===== src/design/lcdw_pkg.sv =====
// ----------------------------------------------------------------------------
// lcdw_pkg
// Shared constants, types and the digit pattern table of the segment LCD
// digit writer.
// ----------------------------------------------------------------------------
`default_nettype none

package lcdw_pkg;

  // Digit positions and shadow geometry
  localparam int POSITIONS    = 6;
  localparam int POS_W        = 3;
  localparam int PPOS_W       = POS_W + 1;
  localparam int ROWS         = 4;
  localparam int ROW_W        = $clog2(ROWS);
  localparam int ROW_STRIDE   = 5;
  localparam int SHADOW_DEPTH = 15 + (POSITIONS + 1) / 2;
  localparam int IDX_W        = 5;
  localparam int DATA_W       = 8;
  localparam int NIB_W        = 4;
  localparam int PAT_W        = ROWS * NIB_W;

  localparam logic [DATA_W-1:0] KEEP_BITS = 8'h66;
  localparam logic [DATA_W-1:0] MASK_LO   = 8'h0F;
  localparam logic [DATA_W-1:0] MASK_HI   = 8'hF0;

  // Digit codes
  localparam int SEL_W = 4;
  localparam logic [SEL_W-1:0] BLANK_CODE = 4'd10;
  localparam logic [7:0]       CHAR_ZERO  = 8'h30;
  localparam logic [7:0]       DIGIT_MAX  = 8'd9;

  // Decimal digit split by reciprocal multiplication
  localparam int NUM_W      = 31;
  localparam int REM_W      = 7;
  localparam int PROD_W     = 2 * NUM_W;
  localparam int HUND_SHIFT = 37;
  localparam int QUO_W      = PROD_W - HUND_SHIFT;
  localparam int TEN_SHIFT  = 11;
  localparam int TEN_PROD_W = TEN_SHIFT + SEL_W;
  localparam logic [NUM_W-1:0] RECIP_HUND = 31'h51EB_851F;
  localparam logic [7:0]       RECIP_TEN  = 8'd205;
  localparam logic [REM_W-1:0] DIV_HUND   = 7'd100;
  localparam logic [SEL_W-1:0] DIV_TEN    = 4'd10;

  typedef struct packed {
    logic             start;
    logic             two;
    logic [POS_W-1:0] pos;
    logic [SEL_W-1:0] sel0;
    logic [SEL_W-1:0] sel1;
  } lcdw_job_t;

  typedef struct packed {
    logic             done;
    logic [SEL_W-1:0] tens;
    logic [SEL_W-1:0] units;
  } lcdw_div_res_t;

  function automatic logic [PAT_W-1:0] digit_pattern(input logic [SEL_W-1:0] sel);
    logic [PAT_W-1:0] pat;
    case (sel)
      4'd0:    pat = 16'h1551;
      4'd1:    pat = 16'h2080;
      4'd2:    pat = 16'h1e11;
      4'd3:    pat = 16'h1b11;
      4'd4:    pat = 16'h0b50;
      4'd5:    pat = 16'h1b41;
      4'd6:    pat = 16'h1f41;
      4'd7:    pat = 16'h0111;
      4'd8:    pat = 16'h1f51;
      4'd9:    pat = 16'h1b51;
      default: pat = 16'h0000;
    endcase
    return pat;
  endfunction

endpackage

`default_nettype wire


===== src/design/lcd_digit_segment_writer.sv =====
// ----------------------------------------------------------------------------
// lcd_digit_segment_writer
// Turns character or two-digit number requests into segment LCD register
// writes, keeping a shadow of the data registers.
// ----------------------------------------------------------------------------
// Usage: the input channel (in_valid/in_stall) carries one request: a
// character at a position (in_req_type 0) or the tens and units digits of
// in_number at position and position+1 (in_req_type 1). The output channel
// (out_valid/out_stall) carries one word per register write: index, new byte
// and out_last on the final word of the request. Positions 6 and 7 write
// nothing; a number at position 5 writes only its tens digit.
// Timing: one request at a time; in_stall stays high until all row writes
// are issued. A character goes through job hand-off, four row writes at one
// per cycle while the receiver does not stall a held word, and wrap-up. A
// number first passes the reciprocal-multiply digit split and writes up to
// eight rows, or four when only the tens digit is written. A stall of a
// held word pauses the sequencer.
// Reset (rst_n low, synchronous) clears the shadow and drops all valids.
// ----------------------------------------------------------------------------
`default_nettype none

module lcd_digit_segment_writer (
  input  wire logic                        clk,
  input  wire logic                        rst_n,
  input  wire logic                        in_valid,
  output logic                             in_stall,
  input  wire logic                        in_req_type,
  input  wire logic [7:0]                  in_char_code,
  input  wire logic [lcdw_pkg::NUM_W-1:0]  in_number,
  input  wire logic [lcdw_pkg::POS_W-1:0]  in_position,
  output logic                             out_valid,
  input  wire logic                        out_stall,
  output logic [lcdw_pkg::IDX_W-1:0]       out_reg_index,
  output logic [lcdw_pkg::DATA_W-1:0]      out_reg_data,
  output logic                             out_last
);

  typedef enum logic [1:0] {S_IDLE, S_DIV, S_JOB, S_WAIT} state_t;

  state_t                         state_r;
  state_t                         state_nxt;
  logic                           two_r;
  logic [lcdw_pkg::POS_W-1:0]     pos_r;
  logic [lcdw_pkg::SEL_W-1:0]     sel0_r;
  logic [lcdw_pkg::SEL_W-1:0]     sel1_r;

  logic                           accept;
  logic [7:0]                     char_off;
  logic [lcdw_pkg::SEL_W-1:0]     char_sel;
  logic                           seg_busy;
  lcdw_pkg::lcdw_div_res_t        div_res;
  lcdw_pkg::lcdw_job_t            job;

  assign accept   = in_valid && !in_stall;
  assign in_stall = (state_r != S_IDLE);

  // characters below '0' wrap and fail the digit test
  assign char_off = in_char_code - lcdw_pkg::CHAR_ZERO;
  assign char_sel = (char_off > lcdw_pkg::DIGIT_MAX) ? lcdw_pkg::BLANK_CODE
                                                     : char_off[lcdw_pkg::SEL_W-1:0];

  lcdw_div u_div (
    .clk    (clk),
    .rst_n  (rst_n),
    .start  (accept && in_req_type),
    .number (in_number),
    .res    (div_res)
  );

  assign job.start = (state_r == S_JOB);
  assign job.two   = two_r;
  assign job.pos   = pos_r;
  assign job.sel0  = sel0_r;
  assign job.sel1  = sel1_r;

  lcdw_seg u_seg (
    .clk           (clk),
    .rst_n         (rst_n),
    .job           (job),
    .busy          (seg_busy),
    .out_valid     (out_valid),
    .out_stall     (out_stall),
    .out_reg_index (out_reg_index),
    .out_reg_data  (out_reg_data),
    .out_last      (out_last)
  );

  always_comb begin
    state_nxt = state_r;
    case (state_r)
      S_IDLE:  if (accept) state_nxt = in_req_type ? S_DIV : S_JOB;
      S_DIV:   if (div_res.done) state_nxt = S_JOB;
      S_JOB:   state_nxt = S_WAIT;
      S_WAIT:  if (!seg_busy) state_nxt = S_IDLE;
      default: state_nxt = S_IDLE;
    endcase
  end

  always_ff @(posedge clk) begin
    if (!rst_n) begin
      state_r <= S_IDLE;
    end else begin
      state_r <= state_nxt;
      if (accept) begin
        two_r  <= in_req_type;
        pos_r  <= in_position;
        sel0_r <= char_sel;
      end
      if (state_r == S_DIV && div_res.done) begin
        sel0_r <= div_res.tens;
        sel1_r <= div_res.units;
      end
    end
  end

`ifndef NO_ASSERTIONS
  a_done_in_div: assert property (@(posedge clk) disable iff (!rst_n)
    div_res.done |-> state_r == S_DIV)
    else $error("divider result outside divide phase");

  a_idle_quiet: assert property (@(posedge clk) disable iff (!rst_n)
    state_r == S_IDLE |-> !seg_busy)
    else $error("new request taken while row writes pending");

  a_accept_busy: assert property (@(posedge clk) disable iff (!rst_n)
    accept |=> state_r == S_DIV || state_r == S_JOB)
    else $error("accepted request did not start");
`endif

endmodule

`default_nettype wire


===== src/design/lcdw_div.sv =====
// ----------------------------------------------------------------------------
// lcdw_div
// Decimal digit split: takes the number modulo 100 by a reciprocal multiply,
// then splits the remainder into tens and units, one step per cycle.
// ----------------------------------------------------------------------------
`default_nettype none

module lcdw_div (
  input  wire logic                       clk,
  input  wire logic                       rst_n,
  input  wire logic                       start,
  input  wire logic [lcdw_pkg::NUM_W-1:0] number,
  output lcdw_pkg::lcdw_div_res_t         res
);

  typedef enum logic [1:0] {D_IDLE, D_QUO, D_REM, D_DIG} phase_t;

  phase_t                           phase_r;
  logic [lcdw_pkg::NUM_W-1:0]       num_r;
  logic [lcdw_pkg::QUO_W-1:0]       quo_r;
  logic [lcdw_pkg::REM_W-1:0]       rem_r;
  logic                             done_r;
  logic [lcdw_pkg::SEL_W-1:0]       tens_r;
  logic [lcdw_pkg::SEL_W-1:0]       units_r;

  logic [lcdw_pkg::PROD_W-1:0]      hund_prod;
  logic [lcdw_pkg::REM_W-1:0]       quo_x100;
  logic [lcdw_pkg::REM_W-1:0]       rem_nxt;
  logic [lcdw_pkg::TEN_PROD_W-1:0]  ten_prod;
  logic [lcdw_pkg::SEL_W-1:0]       tens_nxt;
  logic [lcdw_pkg::SEL_W-1:0]       units_nxt;

  always_comb begin
    hund_prod = lcdw_pkg::PROD_W'(num_r) * lcdw_pkg::PROD_W'(lcdw_pkg::RECIP_HUND);
    // remainder fits in 7 bits, so the low bits of the product suffice
    quo_x100  = lcdw_pkg::REM_W'(quo_r[lcdw_pkg::REM_W-1:0] * lcdw_pkg::DIV_HUND);
    rem_nxt   = num_r[lcdw_pkg::REM_W-1:0] - quo_x100;
    ten_prod  = lcdw_pkg::TEN_PROD_W'(rem_r) * lcdw_pkg::TEN_PROD_W'(lcdw_pkg::RECIP_TEN);
    tens_nxt  = ten_prod[lcdw_pkg::TEN_PROD_W-1:lcdw_pkg::TEN_SHIFT];
    units_nxt = rem_r[lcdw_pkg::SEL_W-1:0]
              - lcdw_pkg::SEL_W'(tens_nxt * lcdw_pkg::DIV_TEN);
  end

  always_ff @(posedge clk) begin
    if (!rst_n) begin
      phase_r <= D_IDLE;
      done_r  <= 1'b0;
    end else begin
      case (phase_r)
        D_IDLE: begin
          done_r <= 1'b0;
          if (start) begin
            num_r   <= number;
            phase_r <= D_QUO;
          end
        end
        D_QUO: begin
          quo_r   <= hund_prod[lcdw_pkg::PROD_W-1:lcdw_pkg::HUND_SHIFT];
          phase_r <= D_REM;
        end
        D_REM: begin
          rem_r   <= rem_nxt;
          phase_r <= D_DIG;
        end
        D_DIG: begin
          tens_r  <= tens_nxt;
          units_r <= units_nxt;
          done_r  <= 1'b1;
          phase_r <= D_IDLE;
        end
        default: phase_r <= D_IDLE;
      endcase
    end
  end

  assign res.done  = done_r;
  assign res.tens  = tens_r;
  assign res.units = units_r;

`ifndef NO_ASSERTIONS
  a_rem_range: assert property (@(posedge clk) disable iff (!rst_n)
    phase_r == D_DIG |-> rem_r < lcdw_pkg::DIV_HUND)
    else $error("remainder escaped modulo 100 range");

  a_start_idle: assert property (@(posedge clk) disable iff (!rst_n)
    start |-> phase_r == D_IDLE)
    else $error("divider started while busy");

  a_done_src: assert property (@(posedge clk) disable iff (!rst_n)
    done_r |-> phase_r == D_IDLE && $past(phase_r) == D_DIG)
    else $error("divider done without finishing the digit split");

  a_digits: assert property (@(posedge clk) disable iff (!rst_n)
    done_r |-> tens_r < lcdw_pkg::DIV_TEN && units_r < lcdw_pkg::DIV_TEN)
    else $error("divider produced a non-decimal digit");
`endif

endmodule

`default_nettype wire


===== src/design/lcdw_seg.sv =====
// ----------------------------------------------------------------------------
// lcdw_seg
// Segment register shadow and row sequencer: one read-modify-write of a
// shadow register per cycle unless a held word is stalled, each emitted as an output word.
// ----------------------------------------------------------------------------
`default_nettype none

module lcdw_seg (
  input  wire logic                        clk,
  input  wire logic                        rst_n,
  input  wire lcdw_pkg::lcdw_job_t         job,
  output logic                             busy,
  output logic                             out_valid,
  input  wire logic                        out_stall,
  output logic [lcdw_pkg::IDX_W-1:0]       out_reg_index,
  output logic [lcdw_pkg::DATA_W-1:0]      out_reg_data,
  output logic                             out_last
);

  typedef enum logic {W_IDLE, W_RUN} wstate_t;

  wstate_t                          state_r;
  logic [lcdw_pkg::ROW_W-1:0]       row_r;
  logic [lcdw_pkg::PPOS_W-1:0]      pos_r;
  logic [lcdw_pkg::PAT_W-1:0]       pat_r;
  logic [lcdw_pkg::PAT_W-1:0]       pat1_r;
  logic                             second_r;
  logic [lcdw_pkg::DATA_W-1:0]      shadow_r [lcdw_pkg::SHADOW_DEPTH];
  logic                             out_valid_r;
  logic [lcdw_pkg::IDX_W-1:0]       out_idx_r;
  logic [lcdw_pkg::DATA_W-1:0]      out_data_r;
  logic                             out_last_r;

  logic [lcdw_pkg::PPOS_W-1:0]      p0;
  logic [lcdw_pkg::PPOS_W-1:0]      p1;
  logic                             p0_ok;
  logic                             p1_ok;
  logic                             fire;
  logic [lcdw_pkg::IDX_W-1:0]       idx;
  logic [lcdw_pkg::NIB_W-1:0]       nib;
  logic [lcdw_pkg::DATA_W-1:0]      m;
  logic [lcdw_pkg::DATA_W-1:0]      old_byte;
  logic [lcdw_pkg::DATA_W-1:0]      new_byte;

  always_comb begin
    p0    = {1'b0, job.pos};
    p1    = p0 + 1'b1;
    p0_ok = (p0 < lcdw_pkg::PPOS_W'(lcdw_pkg::POSITIONS));
    p1_ok = job.two && (p1 < lcdw_pkg::PPOS_W'(lcdw_pkg::POSITIONS));

    fire = (state_r == W_RUN) && (!out_valid_r || !out_stall);
    idx  = lcdw_pkg::IDX_W'(pos_r[lcdw_pkg::PPOS_W-1:1])
         + lcdw_pkg::IDX_W'(lcdw_pkg::ROW_STRIDE) * lcdw_pkg::IDX_W'(row_r);
    nib  = pat_r[row_r * lcdw_pkg::NIB_W +: lcdw_pkg::NIB_W];
    m    = pos_r[0] ? lcdw_pkg::MASK_HI : lcdw_pkg::MASK_LO;

    old_byte = shadow_r[idx];
    new_byte = (old_byte & ~m) | ({nib, nib} & m);
    // row 0 keeps the bits under the keep mask
    if (row_r == '0) begin
      new_byte = new_byte | (old_byte & lcdw_pkg::KEEP_BITS);
    end
  end

  always_ff @(posedge clk) begin
    if (!rst_n) begin
      state_r     <= W_IDLE;
      out_valid_r <= 1'b0;
      row_r       <= '0;
      for (int i = 0; i < lcdw_pkg::SHADOW_DEPTH; i++) begin
        shadow_r[i] <= '0;
      end
    end else begin
      if (out_valid_r && !out_stall && !fire) begin
        out_valid_r <= 1'b0;
      end
      case (state_r)
        W_IDLE: begin
          // a job with no in-range digit leaves the sequencer idle
          if (job.start && p0_ok) begin
            pos_r    <= p0;
            pat_r    <= lcdw_pkg::digit_pattern(job.sel0);
            pat1_r   <= lcdw_pkg::digit_pattern(job.sel1);
            second_r <= p1_ok;
            row_r    <= '0;
            state_r  <= W_RUN;
          end
        end
        W_RUN: begin
          if (fire) begin
            shadow_r[idx] <= new_byte;
            out_valid_r   <= 1'b1;
            out_idx_r     <= idx;
            out_data_r    <= new_byte;
            out_last_r    <= (row_r == lcdw_pkg::ROW_W'(lcdw_pkg::ROWS - 1)) && !second_r;
            row_r         <= row_r + 1'b1;
            if (row_r == lcdw_pkg::ROW_W'(lcdw_pkg::ROWS - 1)) begin
              if (second_r) begin
                // advance to the units digit
                pos_r    <= pos_r + 1'b1;
                pat_r    <= pat1_r;
                second_r <= 1'b0;
              end else begin
                state_r <= W_IDLE;
              end
            end
          end
        end
        default: state_r <= W_IDLE;
      endcase
    end
  end

  assign busy          = (state_r == W_RUN);
  assign out_valid     = out_valid_r;
  assign out_reg_index = out_idx_r;
  assign out_reg_data  = out_data_r;
  assign out_last      = out_last_r;

`ifndef NO_ASSERTIONS
  a_row_idle: assert property (@(posedge clk) disable iff (!rst_n)
    state_r == W_IDLE |-> row_r == '0)
    else $error("row counter left mid-pattern while idle");

  a_job_idle: assert property (@(posedge clk) disable iff (!rst_n)
    job.start |-> state_r == W_IDLE)
    else $error("job started while sequencer busy");

  a_idx_range: assert property (@(posedge clk) disable iff (!rst_n)
    fire |-> idx < lcdw_pkg::IDX_W'(lcdw_pkg::SHADOW_DEPTH))
    else $error("shadow index beyond depth");

  a_last_end: assert property (@(posedge clk) disable iff (!rst_n)
    fire && row_r == lcdw_pkg::ROW_W'(lcdw_pkg::ROWS - 1) && !second_r |=> state_r == W_IDLE)
    else $error("sequencer kept running after final word");
`endif

endmodule

`default_nettype wire

===== config.mk =====
export PLATFORM = sky130hd
export DESIGN_NAME = lcd_digit_segment_writer
export DESIGN_NICKNAME = d
export VERILOG_FILES = /design/src/design/lcdw_pkg.sv /design/src/design/lcd_digit_segment_writer.sv /design/src/design/lcdw_div.sv /design/src/design/lcdw_seg.sv
export SDC_FILE = /design/constraint.sdc
export NUM_CORES = 1
export LEC_CHECK = 0
export BUFFER_PORTS_ARGS = -buffer_cell sky130_fd_sc_hd__buf_2
export CORE_ASPECT_RATIO = 2
export CORE_MARGIN = 2
export CORE_UTILIZATION = 30
export CTS_CLUSTER_SIZE = 30
export DETAILED_ROUTE_END_ITERATION = 16
export HOLD_SLACK_MARGIN = 0.02
export PLACE_DENSITY = 0.53
export SLEW_MARGIN = 10
export SYNTH_ARGS = -nofsm -noshare
export SYNTH_HDL_FRONTEND = slang
export SYNTH_SLANG_ARGS = --single-unit

===== constraint.sdc =====
create_clock -name clk -period 7.49 [get_ports clk]
set_input_delay 1.1235 -clock clk [delete_from_list [all_inputs] [get_ports clk]]
set_output_delay 1.1235 -clock clk [all_outputs]
set_load 0.05 [all_outputs]

==> metrics, run 1 <==
outcome complete, no violations; Setup Skew 0.02611 ns; #FFs+latches synth 371; commonest non-fill, non-tap cell in the layout inv_1; Critical R2R Capture u_div.quo_r[3]$_DFFE_PP_; DR iter-0 viols 868; Die Height 440.2 um; Syn Nets 2,937; Critical Path Source Type register; num ports 63; Starting Density 0.3014; CP Capture Type register; Clk Latency, worst-skew pair 0.59 ns; total number of vias 16,399; sequential-to-total area share from yosys stat 0.3844; Routability Congestion 0.9089; largest net degree at the start of global routing 47; min Tclk post-route 6.766 ns; first-pass GRT wire length 110,200 um; critical path's top delay family adder cells; fin. max-slew vios 0; final worst setup slack 0.7235 ns; M1 WL 30,840 um; commonest register cell after synthesis edfxtp_1; Reg2Reg Depth 21; Site Rows 160; critical path type reg2reg; Post-synth EDFFs 354; Highest Signal Layer met4; met2 routed wirelength 36,590 um; Num CTS Buffers 39; worst slew pin tran 1.197 ns; fin util 0.3325; DR vias/cell 4.592; ant diodes 0; Hold Buf Count CTS 0; Synth Instances 2,255; metal3 WL 2359 um; CORE AREA 0.09469 mm^2; area grow syn2layout 10.31%; # resized after CTS 0; vias in the first global route 17,956; Worst path most repeated cell fa_1; Overall Global Routing Usage 0.1501; Max Fanout on Critical Path 7; CP cell instances inv_1 > fa_1 > inv_1 > fa_1 > inv_1 > fa_1 > inv_1 > fa_1 > fa_1 > inv_1 > fa_1 > inv_1 > fa_1 > ha_1 > a2111oi_0 > o21ai_0 > o2111ai_1 > o2111a_1 > o21ai_0 > o22ai_1 > xnor2_1; critical path arrival 7.09 ns; CP required 7.81 ns; RSZ-0062 raised after global routing no; Remaining DRCs 0; min-delay worst type reg2reg; mean post-synth cell area 12.66 um^2; setup TNS 0 ns; full die area 0.09777 mm^2; Place WS 0.7707 ns; Mapped Area 0.02854 mm^2; remaining antenna violation count 0; R2R Setup Slk 0.72 ns; worst hold start u_div.units_r[1]$_DFFE_PP_; Clk pin slew, worst setup/hold paths 0.06 ns; # setup viols final 0; final hold violation count 0; Die Wd 222.1 um; Clock Path Buffers 3; Final Cycle Share 0.9034; post-layout net count 3,009; worst slew margin relative to its limit 0.1948; total gr overflow 0; crit path from u_div.num_r[16]$_DFFE_PP_; CTS tree done; asr flop ratio synth 0; Worst R2R Start u_div.num_r[16]$_DFFE_PP_; WHS Path Cells 0; Slowest cell on crit path edfxtp_1; FILL cells 9,444; Buf/Inv on CP 6; I/O Buffers 62; H-Tree Depth 2; CP peak stage delay 0.58 ns; Ys Warns 0; CTS Sinks 371; fmax 147.8 MHz; Root Driver clkbuf_16; DRT Pass-1 Iters 5; commonest cells after routing, fill and taps aside 569 x inv_1, 354 x edfxtp_1, 322 x ha_1; Routed WL per cell 19.99 um; Yosys cell types 67; initial antenna violation count 0; Setup Buffers After CTS 0; Hold Path End sel1_r[1]$_DFFE_PP_; Max-Cap Viols 0; Post-Route WL 71,380 um; layout cells sized above 1 0.1095; dpl hpwl 56,440 um
==> metal layers <==
metal  track usage  vias to the layer above
met5             0                        -
met4       0.03782                        0
met3       0.01427                       77
met2        0.2688                      296
met1        0.1942                     8440
li1              -                     7586
==> sequential cells by signal, summed over array words and instances (netlist names), 2 cells and up, named ones only <==
name and cells:
u_seg.pat_r 8, u_seg.pat1_r 8, state_r 2, u_div.units_r 4, sel1_r 4, u_seg.out_reg_data 8, u_seg.pos_r 4, u_seg.shadow_r 256
sel0_r 4, u_div.tens_r 4, pos_r 3, u_seg.out_reg_index 5, u_seg.row_r 2, u_div.quo_r 5, u_div.phase_r 2, u_div.num_r 31
u_div.rem_r 7
==> worst reg2reg max path, delay by kind of cell (launching register included) <==
| kind | cells | cell delay, ns |
|---|---|---|
| adders and majority gates | 8 | 3.97 |
| buffers and inverters | 6 | 0.55 |
| DFF | 1 | 0.58 |
| AOI/OAI and AO/OA | 6 | 1.33 |
| xor gates and xnor gates | 1 | 0.08 |
==> how the worst max path moves through the flow <==
stage / depth (start not counted) / slack [ns] / endpoint
floorplan: 21 / 1.51 / u_div.quo_r[3]$_DFFE_PP_
global placement: 20 / 0.85 / u_div.quo_r[4]$_DFFE_PP_
detailed placement: 20 / 0.77 / u_div.quo_r[4]$_DFFE_PP_
CTS: 20 / 0.79 / u_div.quo_r[4]$_DFFE_PP_
global route: 20 / 0.34 / u_div.quo_r[4]$_DFFE_PP_
finish: 21 / 0.72 / u_div.quo_r[3]$_DFFE_PP_
==> cell families after synthesis <==
group / count (synthesis) / share of synthesized area
adders and majority gates: 635 / 0.3602
DFF: 371 / 0.3844
xor gates and xnor gates: 43 / 0.01319
buffers and inverters: 617 / 0.08368
AOI/OAI and AO/OA: 158 / 0.03774
and+or+nand+nor: 333 / 0.05050
muxes: 98 / 0.07036
==> Yosys cell counts (5+ instances only) <==
cell / instances / area share
nor4_1: 6 / 0.0013
dfxtp_1: 17 / 0.012
a211oi_1: 5 / 0.0013
inv_1: 569 / 0.075
nand4_1: 6 / 0.0013
mux2i_1: 6 / 0.0021
clkbuf_1: 22 / 0.0029
and3_1: 12 / 0.0026
ha_1: 324 / 0.14
nand3_1: 25 / 0.0044
xor2_1: 6 / 0.0018
o21a_1: 6 / 0.0016
edfxtp_1: 354 / 0.37
nor2_1: 184 / 0.024
fa_1: 311 / 0.22
nand2_1: 64 / 0.0084
and2_1: 5 / 0.0011
a21oi_1: 48 / 0.0084
o21ai_0: 34 / 0.0060
mux2_2: 11 / 0.0043
xnor2_1: 37 / 0.011
a31oi_1: 5 / 0.0011
nand2_2: 16 / 0.0035
buf_4: 12 / 0.0032
mux4_2: 81 / 0.064
a21o_1: 13 / 0.0034
==> per-stage QoR <==
step,std cells,hold WS (ns),area [um^2]
finish,3571,0.4190,31490
global route,3571,0.4270,31490
CTS,3571,0.4213,31490
detailed placement,3501,0.4057,30280
global placement,3501,0.4016,30280
floorplan,2255,0.4003,28540
==> final cells by class <==
class,count,area [um^2],share of cell area
multi-input cells,1267,15220,0.4833
well taps,1215,1520,0.04828
clock buffers,54,1072,0.03406
repair buffers,74,412.9,0.01311
flip-flops and latches,371,10970,0.3484
inverters,574,2155,0.06843
clock inverters,16,136.4,0.004332
Power of run 1 is not shown: default switching activity piles up to over one toggle a cycle in this logic, so the estimate is an artifact.
==> inputs of run 2 (changes only) <==
Settings changed: ABC_AREA from default to 1.
==> metrics, run 2 <==
Site Rows 165 (+3.1%); CTS Sinks 371 (unchanged); #FFs+latches synth 371 (unchanged); post-layout net count 3,880 (+29%); fin. max-slew vios 0 (unchanged); worst hold start u_div.units_r[1]$_DFFE_PP_; # setup viols final 0 (unchanged); commonest register cell after synthesis edfxtp_1; Top Registers u_seg.shadow_r (256), u_div.num_r (31); Largest register FFs 256 (unchanged); Num CTS Buffers 37 (-5.1%); Routability Congestion 0.9353 (+2.9%); total number of vias 20,518 (+25%); Synth Area in Adders 0.3376 (-0.02251); min-delay worst type reg2reg; Clk pin slew, worst setup/hold paths 0.06 ns (about the same); Max-Cap Viols 0 (unchanged); I/O Buffers 62 (unchanged); Die Wd 229.3 um (+3.2%); vias in the first global route 22,424 (+25%); Die Height 454.5 um (+3.3%); area leader, netlist edfxtp_1; DRT Pass-1 Iters 5 (unchanged); commonest cells after routing, fill and taps aside 738 x inv_1, 653 x nand2_1, 354 x edfxtp_1; Syn Nets 3,836 (+31%); Post-Route WL 87,550 um (+23%); Yosys cell types 43 (-36%); most frequent cell after synthesis inv_1; full die area 0.1042 mm^2 (+6.6%); largest net degree at the start of global routing 90 (+91%); CP cell instances ha_1 > inv_1 > fa_1 > inv_1 > ha_1 > inv_1 > fa_1 > fa_1 > inv_1 > fa_1 > fa_1 > fa_1 > ha_1 > a21oi_1 > o21ai_0 > a21oi_1 > nand2_1 > nand2_1 > nand3_1 > nand2_1 > nand2_1; layout cells sized above 1 0.06105 (-0.04846); DR iter-0 viols 954 (+9.9%); top cells by area, synth edfxtp_1 35%, fa_1 20%, ha_1 13%; FILL cells 10,388 (+10%); Worst path most repeated cell fa_1; largest family of logic cells by synthesized area adder cells; # resized after CTS 0 (unchanged); initial antenna violation count 4 (+4); Top reg by flops u_seg.shadow_r; Max Fanout on Critical Path 10 (+3); WHS Path Cells 0 (unchanged); Ys Warns 0 (unchanged); Worst R2R Start u_div.num_r[2]$_DFFE_PP_; setup TNS 0 ns (unchanged); CTS tree done; critical path's top delay family adder cells; worst slew pin tran 1.011 ns (-0.1858 ns); commonest non-fill, non-tap cell in the layout inv_1; Buf/Inv on CP 4 (-2); simple-gate share of the synthesized area 0.1627 (+0.1122); Compound-Gate Fraction of Synth Area 0.02330 (-0.01444); Clock Path Buffers 3 (unchanged); mux contribution to synthesized area 0 (-0.07036); Remaining DRCs 0 (unchanged); Clk Latency, worst-skew pair 0.59 ns (about the same); total gr overflow 0 (unchanged); RSZ-0062 raised after global routing no; outcome complete, no violations; Overall Global Routing Usage 0.1733 (+0.02320); dpl cells 4,495 (+28%); fmax 147.3 MHz (-0.30%); share of the synthesized area in the top cell type 0.3492 (-0.02328); Finished Layout Cells 4,564 (+28%); Root Driver clkbuf_16; Hold Path End sel1_r[1]$_DFFE_PP_; min Tclk post-route 6.787 ns (+0.02047 ns); critical path arrival 7.12 ns (+0.03 ns); Slowest cell on crit path edfxtp_1; mean post-synth cell area 9.653 um^2 (-24%); Setup Skew 0.04437 ns (+0.01825 ns); R2R Setup Slk 0.70 ns (-0.02 ns); Starting Density 0.3016 (about the same); Hold Buf Count CTS 0 (unchanged); Critical Path Source Type register; CP peak stage delay 0.80 ns (+0.22 ns); H-Tree Depth 2 (unchanged); first-pass GRT wire length 132,500 um (+20%); XOR/XNOR share of the synthesized area 0.007192 (-0.006003); Routed WL per cell 19.18 um (-4.0%); DR vias/cell 4.496 (-2.1%); Post-synth EDFFs 354 (unchanged); Synth Instances 3,154 (+40%); CP required 7.83 ns (+0.02 ns); area grow syn2layout 9.337%; Final Cycle Share 0.9061 (+0.002733); CORE AREA 0.1010 mm^2 (+6.6%); num ports 63 (unchanged); worst slew margin relative to its limit 0.3261 (+0.1313); remaining antenna violation count 0 (unchanged); Reg2Reg Depth 21 (unchanged); critical path type reg2reg; commonest cells in the netlist 740 x inv_1, 653 x nand2_1, 354 x edfxtp_1; final hold violation count 0 (unchanged); Mapped Area 0.03045 mm^2 (+6.7%); dpl hpwl 71,400 um (+27%); sequential-to-total area share from yosys stat 0.3603 (-0.02403); Setup Buffers After CTS 0 (unchanged); CP Capture Type register; asr flop ratio synth 0 (unchanged); Critical R2R Capture u_div.quo_r[3]$_DFFE_PP_
-- run 2: changes by cell type in the layout (fill, tap and decap cells not counted), moves of 8 or more --
cell     delta
nand2_1   +589
nand3_1   +193
inv_1     +169
mux4_2     -81
nor2_1     +44
xnor2_1    -25
o21ai_0    +13
and3_1     -11
mux2_2     -11
nand2_4     +8
xor2_1      +8
-- run 2: cells by family after synthesis --
group / count (synthesis)
simple gates: 1175
xor+xnor: 25
compound gates: 127
flops: 371
fa+ha+maj: 635
buf+inv: 821
-- run 2: worst register-to-register path, cell delays in order, from the launching register on --
cell      delay (ns)
edfxtp_1        0.80
ha_1            0.42
inv_1           0.09
fa_1            0.54
inv_1           0.06
ha_1            0.18
inv_1           0.07
fa_1            0.44
fa_1            0.56
inv_1           0.05
fa_1            0.53
fa_1            0.44
fa_1            0.54
ha_1            0.42
a21oi_1         0.39
o21ai_0         0.15
a21oi_1         0.37
nand2_1         0.19
nand2_1         0.12
nand3_1         0.07
nand2_1         0.07
nand2_1         0.05
-- run 2: cell type report --
cell class	count	area, um^2	area share
Multi-Input combinational cell	1962	16190	0.4864
Sequential cell	371	10970	0.3296
Inverter	749	2815	0.08457
Tap cell	1336	1672	0.05022
Clock buffer	42	954.7	0.02868
Timing Repair Buffer	77	422.9	0.01270
Clock inverter	26	259.0	0.007780
Antenna cell	1	2.502	0.00007517
-- run 2: worst max path at each step --
stage	slack, ns	depth (start not counted)	from	endpoint
floorplan	1.69	20	u_div.num_r[13]$_DFFE_PP_	u_div.quo_r[2]$_DFFE_PP_
global placement	0.76	21	u_div.num_r[2]$_DFFE_PP_	u_div.quo_r[3]$_DFFE_PP_
detailed placement	0.76	21	u_div.num_r[2]$_DFFE_PP_	u_div.quo_r[3]$_DFFE_PP_
CTS	0.70	21	u_div.num_r[2]$_DFFE_PP_	u_div.quo_r[3]$_DFFE_PP_
global route	0.43	20	u_div.num_r[10]$_DFFE_PP_	u_div.quo_r[3]$_DFFE_PP_
finish	0.70	21	u_div.num_r[2]$_DFFE_PP_	u_div.quo_r[3]$_DFFE_PP_
-- run 2: metrics by stage --
step	utilization	hold WS, ns	instance area [um^2]	worst slack, ns
final	0.3297	0.4236	33290	0.7031
after global placement	0.3177	0.4034	32070	0.7649
after CTS	0.3297	0.4241	33290	0.6995
after floorplan	-	0.4003	30450	1.690
after detailed placement	0.3177	0.4081	32070	0.7550
after global routing	0.3297	0.4293	33290	0.4330
-- run 2: per-layer routing --
layer | track usage | vias to the layer above | wire, um
met3 | 0.01728 | 284 | 2304
met5 | 0 | - | 32
met4 | 0.1541 | 6 | 9079
met1 | 0.1418 | 9905 | 25740
met2 | 0.3550 | 456 | 50390
li1 | - | 9867 | -
Power of run 2 is left out for the same reason.
